File: src/hw/rtl/i8080_enc_pkg.sv
// ----------------------------------------------------------------------------
// i8080_enc_pkg
// Shared types and constants of the 8080 instruction encoder: operand forms,
// the request beat, and the encoded byte run.
// ----------------------------------------------------------------------------
package i8080_enc_pkg;

  // Operand form of one instruction request.
  typedef enum logic [3:0] {
    OP_NONE   = 4'd0,
    OP_REG_LO = 4'd1,
    OP_REG_HI = 4'd2,
    OP_PAIR   = 4'd3,
    OP_IMM8   = 4'd4,
    OP_MVI    = 4'd5,
    OP_LXI    = 4'd6,
    OP_ADDR   = 4'd7,
    OP_MOV    = 4'd8,
    OP_LDAX   = 4'd9
  } op_e;

  // A MOV that lands on this code would be HLT.
  localparam logic [7:0] HltOpcode = 8'h76;

  // Most bytes one instruction can produce.
  localparam int unsigned MaxBytes = 3;
  localparam int unsigned IdxW     = $clog2(MaxBytes);

  // One instruction request as it is held inside the block.
  typedef struct packed {
    logic [3:0]  op;
    logic [7:0]  base_opcode;
    logic [7:0]  first_register;
    logic [7:0]  second_register;
    logic [15:0] operand_value;
  } req_t;

  // The encoded run: its bytes, index of the final byte, and the error flag.
  typedef struct packed {
    logic [MaxBytes-1:0][7:0] code;
    logic [IdxW-1:0]          last_idx;
    logic                     reg_err;
  } run_t;

endpackage

File: src/hw/rtl/i8080_enc_req_if.sv
// ----------------------------------------------------------------------------
// i8080_enc_req_if
// Valid/ready channel that carries one instruction request per beat.
// ----------------------------------------------------------------------------
interface i8080_enc_req_if;
  logic        valid;
  logic        ready;
  logic [3:0]  op;
  logic [7:0]  base_opcode;
  logic [7:0]  first_register;
  logic [7:0]  second_register;
  logic [15:0] operand_value;

  modport source (
    output valid, op, base_opcode, first_register, second_register, operand_value,
    input  ready
  );

  modport sink (
    input  valid, op, base_opcode, first_register, second_register, operand_value,
    output ready
  );
endinterface

File: src/hw/rtl/i8080_enc_byte_if.sv
// ----------------------------------------------------------------------------
// i8080_enc_byte_if
// Valid/ready channel that carries one machine code byte per beat.
// ----------------------------------------------------------------------------
interface i8080_enc_byte_if;
  logic       valid;
  logic       ready;
  logic [7:0] code_byte;
  logic       last_byte;
  logic       register_error;

  modport source (
    output valid, code_byte, last_byte, register_error,
    input  ready
  );

  modport sink (
    input  valid, code_byte, last_byte, register_error,
    output ready
  );
endinterface

File: src/hw/rtl/i8080_instruction_encoder.sv
// ----------------------------------------------------------------------------
// i8080_instruction_encoder
// Encodes 8080 instruction requests into runs of machine code bytes.
// ----------------------------------------------------------------------------
// Usage:
//   req_i takes one instruction request per beat: operand form, base opcode,
//   two raw register numbers and a 16-bit operand. byte_o gives the encoded
//   instruction as one to three byte beats; last_byte marks the final beat
//   and register_error is the same on every beat of one instruction.
//   16-bit operands leave low byte first.
// Path: a request accepted into the input register is encoded into the run
//   register, from which its first byte shows.
// Output: the single-byte output channel drains the run register; the next
//   instruction loads into it as the final byte leaves, while the request
//   after that can already wait in the input register.
// Stall: while byte_o.ready is low the current byte holds, one more request
//   waits in the input register, and req_i.ready drops once that is full.
// Reset: rst_ni clears both valid flags; no bytes are pending afterwards.
// ----------------------------------------------------------------------------
module i8080_instruction_encoder (
  input  logic             clk_i,
  input  logic             rst_ni,
  i8080_enc_req_if.sink    req_i,
  i8080_enc_byte_if.source byte_o
);

  logic                             in_valid_q;
  i8080_enc_pkg::req_t              in_req_q;
  logic                             run_valid_q;
  i8080_enc_pkg::run_t              run_q;
  i8080_enc_pkg::run_t              run_d;
  logic [i8080_enc_pkg::IdxW-1:0]   idx_q;
  logic                             req_fire;
  logic                             out_fire;
  logic                             is_last;
  logic                             run_load;

  // Handshake bookkeeping.
  assign is_last  = (idx_q == run_q.last_idx);
  assign run_load = !run_valid_q || (byte_o.ready && is_last);
  assign req_i.ready = !in_valid_q || run_load;
  assign req_fire = req_i.valid && req_i.ready;
  assign out_fire = byte_o.valid && byte_o.ready;

  // Input register valid flag.
  always_ff @(posedge clk_i or negedge rst_ni) begin
    if (!rst_ni) begin
      in_valid_q <= 1'b0;
    end else begin
      in_valid_q <= req_fire || (in_valid_q && !run_load);
    end
  end

  // Input register payload.
  always_ff @(posedge clk_i) begin
    if (req_fire) begin
      in_req_q.op              <= req_i.op;
      in_req_q.base_opcode     <= req_i.base_opcode;
      in_req_q.first_register  <= req_i.first_register;
      in_req_q.second_register <= req_i.second_register;
      in_req_q.operand_value   <= req_i.operand_value;
    end
  end

  // Encoder between the input register and the run register.
  i8080_enc_core u_core (
    .req_i (in_req_q),
    .run_o (run_d)
  );

  // Run register control: reload when empty or when the final byte leaves.
  always_ff @(posedge clk_i or negedge rst_ni) begin
    if (!rst_ni) begin
      run_valid_q <= 1'b0;
      idx_q       <= '0;
    end else if (run_load) begin
      run_valid_q <= in_valid_q;
      idx_q       <= '0;
    end else if (out_fire) begin
      idx_q <= idx_q + i8080_enc_pkg::IdxW'(1);
    end
  end

  // Run register payload.
  always_ff @(posedge clk_i) begin
    if (run_load && in_valid_q) begin
      run_q <= run_d;
    end
  end

  // Output beat: select the current byte of the run.
  assign byte_o.valid          = run_valid_q;
  assign byte_o.last_byte      = is_last;
  assign byte_o.register_error = run_q.reg_err;

  always_comb begin
    unique case (idx_q)
      2'd0:    byte_o.code_byte = run_q.code[0];
      2'd1:    byte_o.code_byte = run_q.code[1];
      default: byte_o.code_byte = run_q.code[2];
    endcase
  end

endmodule

File: src/hw/rtl/i8080_enc_core.sv
// ----------------------------------------------------------------------------
// i8080_enc_core
// Combinational encoder: turns one request into its run of one to three
// bytes, places register numbers into the opcode and checks them.
// ----------------------------------------------------------------------------
module i8080_enc_core (
  input  i8080_enc_pkg::req_t req_i,
  output i8080_enc_pkg::run_t run_o
);

  logic [7:0] opc;
  logic [7:0] r1;
  logic [7:0] r2;
  logic [7:0] lo_byte;
  logic [7:0] hi_byte;
  logic [7:0] r1_low;
  logic [7:0] r1_high;
  logic [7:0] mov_code;
  logic       r1_range_err;
  logic       r2_range_err;
  logic       r1_odd;
  logic       r1_not_bd;

  assign opc     = req_i.base_opcode;
  assign r1      = req_i.first_register;
  assign r2      = req_i.second_register;
  assign lo_byte = req_i.operand_value[7:0];
  assign hi_byte = req_i.operand_value[15:8];

  // Register placement wraps to 8 bits, so only the low bits of a high
  // placement survive the shift.
  assign r1_low  = r1;
  assign r1_high = {r1[4:0], 3'b000};

  // Register checks.
  assign r1_range_err = |r1[7:3];
  assign r2_range_err = |r2[7:3];
  assign r1_odd       = r1[0];
  assign r1_not_bd    = |{r1[7:2], r1[0]};

  // MOV puts the destination high and the source low.
  assign mov_code = opc + r1_high + r2;

  // Byte run per operand form.
  always_comb begin
    run_o.code     = '0;
    run_o.last_idx = '0;
    run_o.reg_err  = 1'b0;
    unique case (i8080_enc_pkg::op_e'(req_i.op))
      i8080_enc_pkg::OP_REG_LO: begin
        run_o.code[0] = opc + r1_low;
        run_o.reg_err = r1_range_err;
      end
      i8080_enc_pkg::OP_REG_HI: begin
        run_o.code[0] = opc + r1_high;
        run_o.reg_err = r1_range_err;
      end
      i8080_enc_pkg::OP_PAIR: begin
        run_o.code[0] = opc + r1_high;
        run_o.reg_err = r1_range_err | r1_odd;
      end
      i8080_enc_pkg::OP_IMM8: begin
        run_o.code[0]  = opc;
        run_o.code[1]  = lo_byte;
        run_o.last_idx = i8080_enc_pkg::IdxW'(1);
      end
      i8080_enc_pkg::OP_MVI: begin
        run_o.code[0]  = opc + r1_high;
        run_o.code[1]  = lo_byte;
        run_o.last_idx = i8080_enc_pkg::IdxW'(1);
        run_o.reg_err  = r1_range_err;
      end
      i8080_enc_pkg::OP_LXI: begin
        run_o.code[0]  = opc + r1_high;
        run_o.code[1]  = lo_byte;
        run_o.code[2]  = hi_byte;
        run_o.last_idx = i8080_enc_pkg::IdxW'(2);
        run_o.reg_err  = r1_range_err | r1_odd;
      end
      i8080_enc_pkg::OP_ADDR: begin
        run_o.code[0]  = opc;
        run_o.code[1]  = lo_byte;
        run_o.code[2]  = hi_byte;
        run_o.last_idx = i8080_enc_pkg::IdxW'(2);
      end
      i8080_enc_pkg::OP_MOV: begin
        run_o.code[0] = mov_code;
        run_o.reg_err = r1_range_err | r2_range_err
                        | (mov_code == i8080_enc_pkg::HltOpcode);
      end
      i8080_enc_pkg::OP_LDAX: begin
        run_o.code[0] = opc + r1_high;
        run_o.reg_err = r1_range_err | r1_not_bd;
      end
      default: begin
        // Form none and unused form codes: the opcode alone.
        run_o.code[0] = opc;
      end
    endcase
  end

endmodule
File: src/flat_wrapper.sv
// flat-port wrapper written by rule: the top's interface ports become plain ports
module i8080_instruction_encoder_flat 
  (clk_i, rst_ni, req_i_valid, req_i_op, req_i_base_opcode, req_i_first_register, req_i_second_register, req_i_operand_value, req_i_ready, byte_o_valid, byte_o_code_byte, byte_o_last_byte, byte_o_register_error, byte_o_ready);
  i8080_enc_req_if req_i_i ();
  i8080_enc_byte_if byte_o_i ();
  input  logic clk_i;
  input  logic rst_ni;
  input wire logic [$bits(req_i_i.valid)-1:0] req_i_valid;
  input wire logic [$bits(req_i_i.op)-1:0] req_i_op;
  input wire logic [$bits(req_i_i.base_opcode)-1:0] req_i_base_opcode;
  input wire logic [$bits(req_i_i.first_register)-1:0] req_i_first_register;
  input wire logic [$bits(req_i_i.second_register)-1:0] req_i_second_register;
  input wire logic [$bits(req_i_i.operand_value)-1:0] req_i_operand_value;
  output wire logic [$bits(req_i_i.ready)-1:0] req_i_ready;
  output wire logic [$bits(byte_o_i.valid)-1:0] byte_o_valid;
  output wire logic [$bits(byte_o_i.code_byte)-1:0] byte_o_code_byte;
  output wire logic [$bits(byte_o_i.last_byte)-1:0] byte_o_last_byte;
  output wire logic [$bits(byte_o_i.register_error)-1:0] byte_o_register_error;
  input wire logic [$bits(byte_o_i.ready)-1:0] byte_o_ready;
  assign req_i_i.valid = req_i_valid;
  assign req_i_i.op = req_i_op;
  assign req_i_i.base_opcode = req_i_base_opcode;
  assign req_i_i.first_register = req_i_first_register;
  assign req_i_i.second_register = req_i_second_register;
  assign req_i_i.operand_value = req_i_operand_value;
  assign req_i_ready = req_i_i.ready;
  assign byte_o_valid = byte_o_i.valid;
  assign byte_o_code_byte = byte_o_i.code_byte;
  assign byte_o_last_byte = byte_o_i.last_byte;
  assign byte_o_register_error = byte_o_i.register_error;
  assign byte_o_i.ready = byte_o_ready;
  i8080_instruction_encoder u_core (.clk_i(clk_i), .rst_ni(rst_ni), .req_i(req_i_i), .byte_o(byte_o_i));
endmodule
File: config.mk
export PLATFORM = sky130hd
export DESIGN_NAME = i8080_instruction_encoder_flat
export DESIGN_NICKNAME = d
export VERILOG_FILES = /design/src/hw/rtl/i8080_enc_pkg.sv /design/src/hw/rtl/i8080_enc_req_if.sv /design/src/hw/rtl/i8080_enc_byte_if.sv /design/src/hw/rtl/i8080_instruction_encoder.sv /design/src/hw/rtl/i8080_enc_core.sv /design/src/flat_wrapper.sv
export SDC_FILE = /design/constraint.sdc
export NUM_CORES = 1
export LEC_CHECK = 0
export ABC_AREA = 1
export BUFFER_PORTS_ARGS = -buffer_cell sky130_fd_sc_hd__buf_2
export CORE_MARGIN = 2
export CORE_UTILIZATION = 57
export CTS_CLUSTER_DIAMETER = 80
export DETAILED_ROUTE_END_ITERATION = 10
export PLACE_DENSITY_LB_ADDON = 0.05
export SLEW_MARGIN = 20
export SYNTH_ARGS = -nofsm -noshare
export SYNTH_HDL_FRONTEND = slang
export SYNTH_HIERARCHICAL = 1
export SYNTH_SLANG_ARGS = --single-unit
File: constraint.sdc
create_clock -name clk_i -period 2.95 [get_ports clk_i]
set_input_delay 0.295 -clock clk_i [delete_from_list [all_inputs] [get_ports clk_i]]
set_output_delay 0.295 -clock clk_i [all_outputs]
set_load 0.1 [all_outputs]
==> summary.md <==
| Metric | Value |
|---|---|
| Status | `completed` |
| Fillcell total | `547` |
| Largest family of logic cells by synthesized area | `simple AND/OR/NAND/NOR gates` |
| Utilization after layout | `0.6712` |
| DRT iter0 DRCs | `170` |
| Worst slew pin tran | `around 570 ps` |
| XOR/XNOR Fraction of Synth Area | `0.01132` |
| Clk buf depth | `2` |
| GRT Overall Usage | `0.2174` |
| DP HPWL | `5535 µm` |
| Remaining Overflow, GRT | `0` |
| Core area | `6681 µm²` |
| Reg2reg path depth | `16` |
| Routed WL | `7509 µm` |
| Initial core utilization | `0.5788` |
| Largest net degree at the start of global routing | `45` |
| Vias | `roughly 2800` |
| CP max FO | `5` |
| Yosys Warn Count | `6` |
| Synth Area in Compound Gates | `0.05435` |
| Synthesized cell area | `3867 µm²` |
| Num rows | `30` |
| Slew headroom | `0.6174` |
| Io pins | `60` |
| Synth Area in Adders | `0.08023` |
| FF/Latch Area | `2232 µm²` |
| Synth Area in Simple Gates | `0.2236` |
| Total Power | `4.071 mW` |
| DR WL/cell | `14.33 µm` |
| Synth Register Bits | `75` |
| Post-route DRC | `0` |
| CTS tree | `built` |
| Final Slew Violations | `0` |
| I/O Buffers | `59` |
| Setup Viol. Count Final | `0` |
| Final-stage net count | `510` |
| Leakage | `approximately 2 nW` |
| Worst Path Arrival | `2820 ps` |
| VDD IR max | `between 400 and 500 µV` |
| Post-synthesis sequential area ratio | `0.5772` |
| Cells after Synth | `approximately 370` |
| Clock sink count | `75` |
| Initial antenna violation count | `0` |
| Non-Filler Instances | `524` |
| Worst Clk Skew | `7.710 ps` |
| Async SR Flop Fraction | `0.05333` |
| Power Dens Cells | `907.8 nW/µm²` |
| Distinct cells, synth | `34` |
| # Max-Cap Violations | `0` |
| Area grow syn2layout | `15.95%` |
| Ant diodes | `0` |
| Clock latency on the worst-skew pair | `350 ps` |
| Die height | `~86 µm` |
| # H-tree levels | `3` |
| Clock transition at path regs | `90 ps` |
| Root buf cell | `clkbuf_8` |
| Mux cell area share after synthesis | `0` |
| DIE AREA | `7460 µm²` |
| WP data required | `3050 ps` |
| Multi-input logic area | `1433 µm²` |
| Post-CTS setup buffers | `0` |
| Worst hold stages | `1` |
| Area contributors post-synth | `edfxtp_1 55%, nand2_1 8.3%, ha_1 6.5%` |
| Final hold vios | `0` |
| Setup TNS | `0 ps` |
| Crit path launch | `u_core/in_req_q[24]` |
| Reg-to-reg setup timing slack | `220 ps` |
| Vias in the first global route | `2631` |
| Setup CP Type | `reg -> reg` |
| Setup crit start kind | `register` |
| RSZ-0062 raised after global routing | `false` |
| TritonCTS buffer count | `9` |
| Fin crit share | `0.9244` |
| Number of synthesized flops with an enable pin | `71` |
| Post-route ant nets | `0` |
| Via density | `5.357` |
| Global placement routability congestion | `0.9491` |
| Net Count, Synth | `439` |
| Layout cells sized above 1 | `0.2297` |
| Post-Syn Area per Cell | `approximately 11 µm²` |
| Achievable Freq | `between 300 and 400 MHz` |
| Placement Setup Slack | `between 300 and 400 ps` |
| Post-synth top area share | `0.5513` |
| Fin worst setup slack | `223.0 ps` |
| Crit end category | `register` |
| Crit Reg-Reg Endpoint | `u_core/byte_o.register_error` |
| Final min period | `2727 ps` |
| DIE WIDTH | `86.37 µm` |
| HP Class | `in -> reg` |
| DR pass1 iterations | `7` |
| Inst Count DP | `507` |
| First-pass GRT wire length | `about 12000 µm` |
| Predominant post-synthesis flop cell | `edfxtp_1` |
| Worst r2r src | `u_core/in_req_q[24]` |
| End of the critical path | `u_core/byte_o.register_error` |
| Leading area contributor after synthesis | `edfxtp_1` |
==> logic make-up after synthesis <==
group           after synthesis
compound gates               34
xor+xnor                      5
fa+ha+maj                    23
buf+inv                      53
flops                        75
simple gates                178
==> report_power, final <==
part	switching, mW	internal (mW)
combinational	1.36	0.424
clock	0.420	0.407
sequential	0.0827	1.37
total	1.87	2.21
==> cells in the mapped netlist (2+ instances only) <==
library cell / count
xnor2_1: 3
nand4_1: 10
xor2_1: 2
a21oi_1: 11
nand2_1: 86
nand3_1: 32
nand3_4: 2
nor2_1: 26
o211ai_1: 2
edfxtp_1: 71
nor3_1: 3
a22oi_1: 8
o21ai_0: 5
buf_4: 2
ha_1: 20
nand2_2: 6
o21ai_1: 3
nand2_4: 2
inv_2: 7
nand3b_1: 2
or2_2: 3
dfrtp_1: 4
fa_1: 3
o2111ai_1: 2
inv_1: 44
==> worst min path at each step <==
stage                    startpoint             endpoint  slack, ps
6_report       req_i_base_opcode[5]  u_core/in_req_q[37]        110
5_1_grt        req_i_base_opcode[6]  u_core/in_req_q[38]         90
4_1_cts        req_i_base_opcode[5]  u_core/in_req_q[37]        100
3_5_place_dp                 rst_ni      u_core/idx_q[1]        110
3_3_place_gp                 rst_ni      u_core/idx_q[1]        110
2_1_floorplan                rst_ni  u_core/byte_o.valid       -0.6
==> through the flow <==
stage / hold slack (ps) / cell area, µm²
floorplan: -0.5911 / 3867
global placement: 105.1 / 4267
detailed placement: 111.2 / 4267
CTS: 97.99 / 4484
global route: 88.39 / 4484
finish: 113.8 / 4484
==> registers in the layout, summed over array words and instances (netlist names) <==
name and count:
u_core/byte_o.valid 1, u_core/in_valid_q 1, u_core/idx_q 2, u_core/byte_o.register_error 1, u_core/in_req_q 44, u_core/run_q 26
==> cell type report <==
cell class / instances / area share
Clock inverter: 7 / 0.01869
Sequential cell: 75 / 0.4978
Timing Repair Buffer: 62 / 0.07143
Multi-Input combinational cell: 240 / 0.3195
Tap cell: 80 / 0.02232
Inverter: 51 / 0.04269
Clock buffer: 9 / 0.02762
==> layer usage <==
layer	up-vias	wire [µm]	track usage
li1	1416	-	-
met4	0	124	0.07244
met1	1295	3414	0.2926
met5	-	0	0
met2	83	3549	0.3476
met3	13	420	0.05429
==> placed cells by master (no fill, tap or decap), types with 3 or more instances in the layout <==
cell and n:
nand2_2 6, inv_6 3, xnor2_1 3, nor3_1 3, o21ai_1 3, nand2_1 86, dfrtp_1 4, clkbuf_8 9
or2_2 3, o21ai_0 5, buf_2 59, nand3_1 32, ha_1 20, edfxtp_1 71, a22oi_1 8, inv_2 7
nand4_1 10, nor2_1 26, inv_1 44, fa_1 3, a21oi_1 10
==> repair_timing <==
item,CTS,global route
resized for setup,0,0
hold buffers,1,0
setup endpoints to repair,0,0
endpoints found under the hold margin,4,0
==> worst max-delay path, cell delays in order, from the launching register on <==
cell	delay, ps
edfxtp_1	400
ha_1	180
inv_1	60
fa_1	400
xnor2_1	180
ha_1	380
inv_1	80
nor3_1	190
nand2_1	80
nand3_1	100
inv_1	50
nand3_1	90
nand2_1	60
nand2_1	60
nand2_1	50
nand2_1	60
nand2_1	50
(Power assumes the default switching activity.)
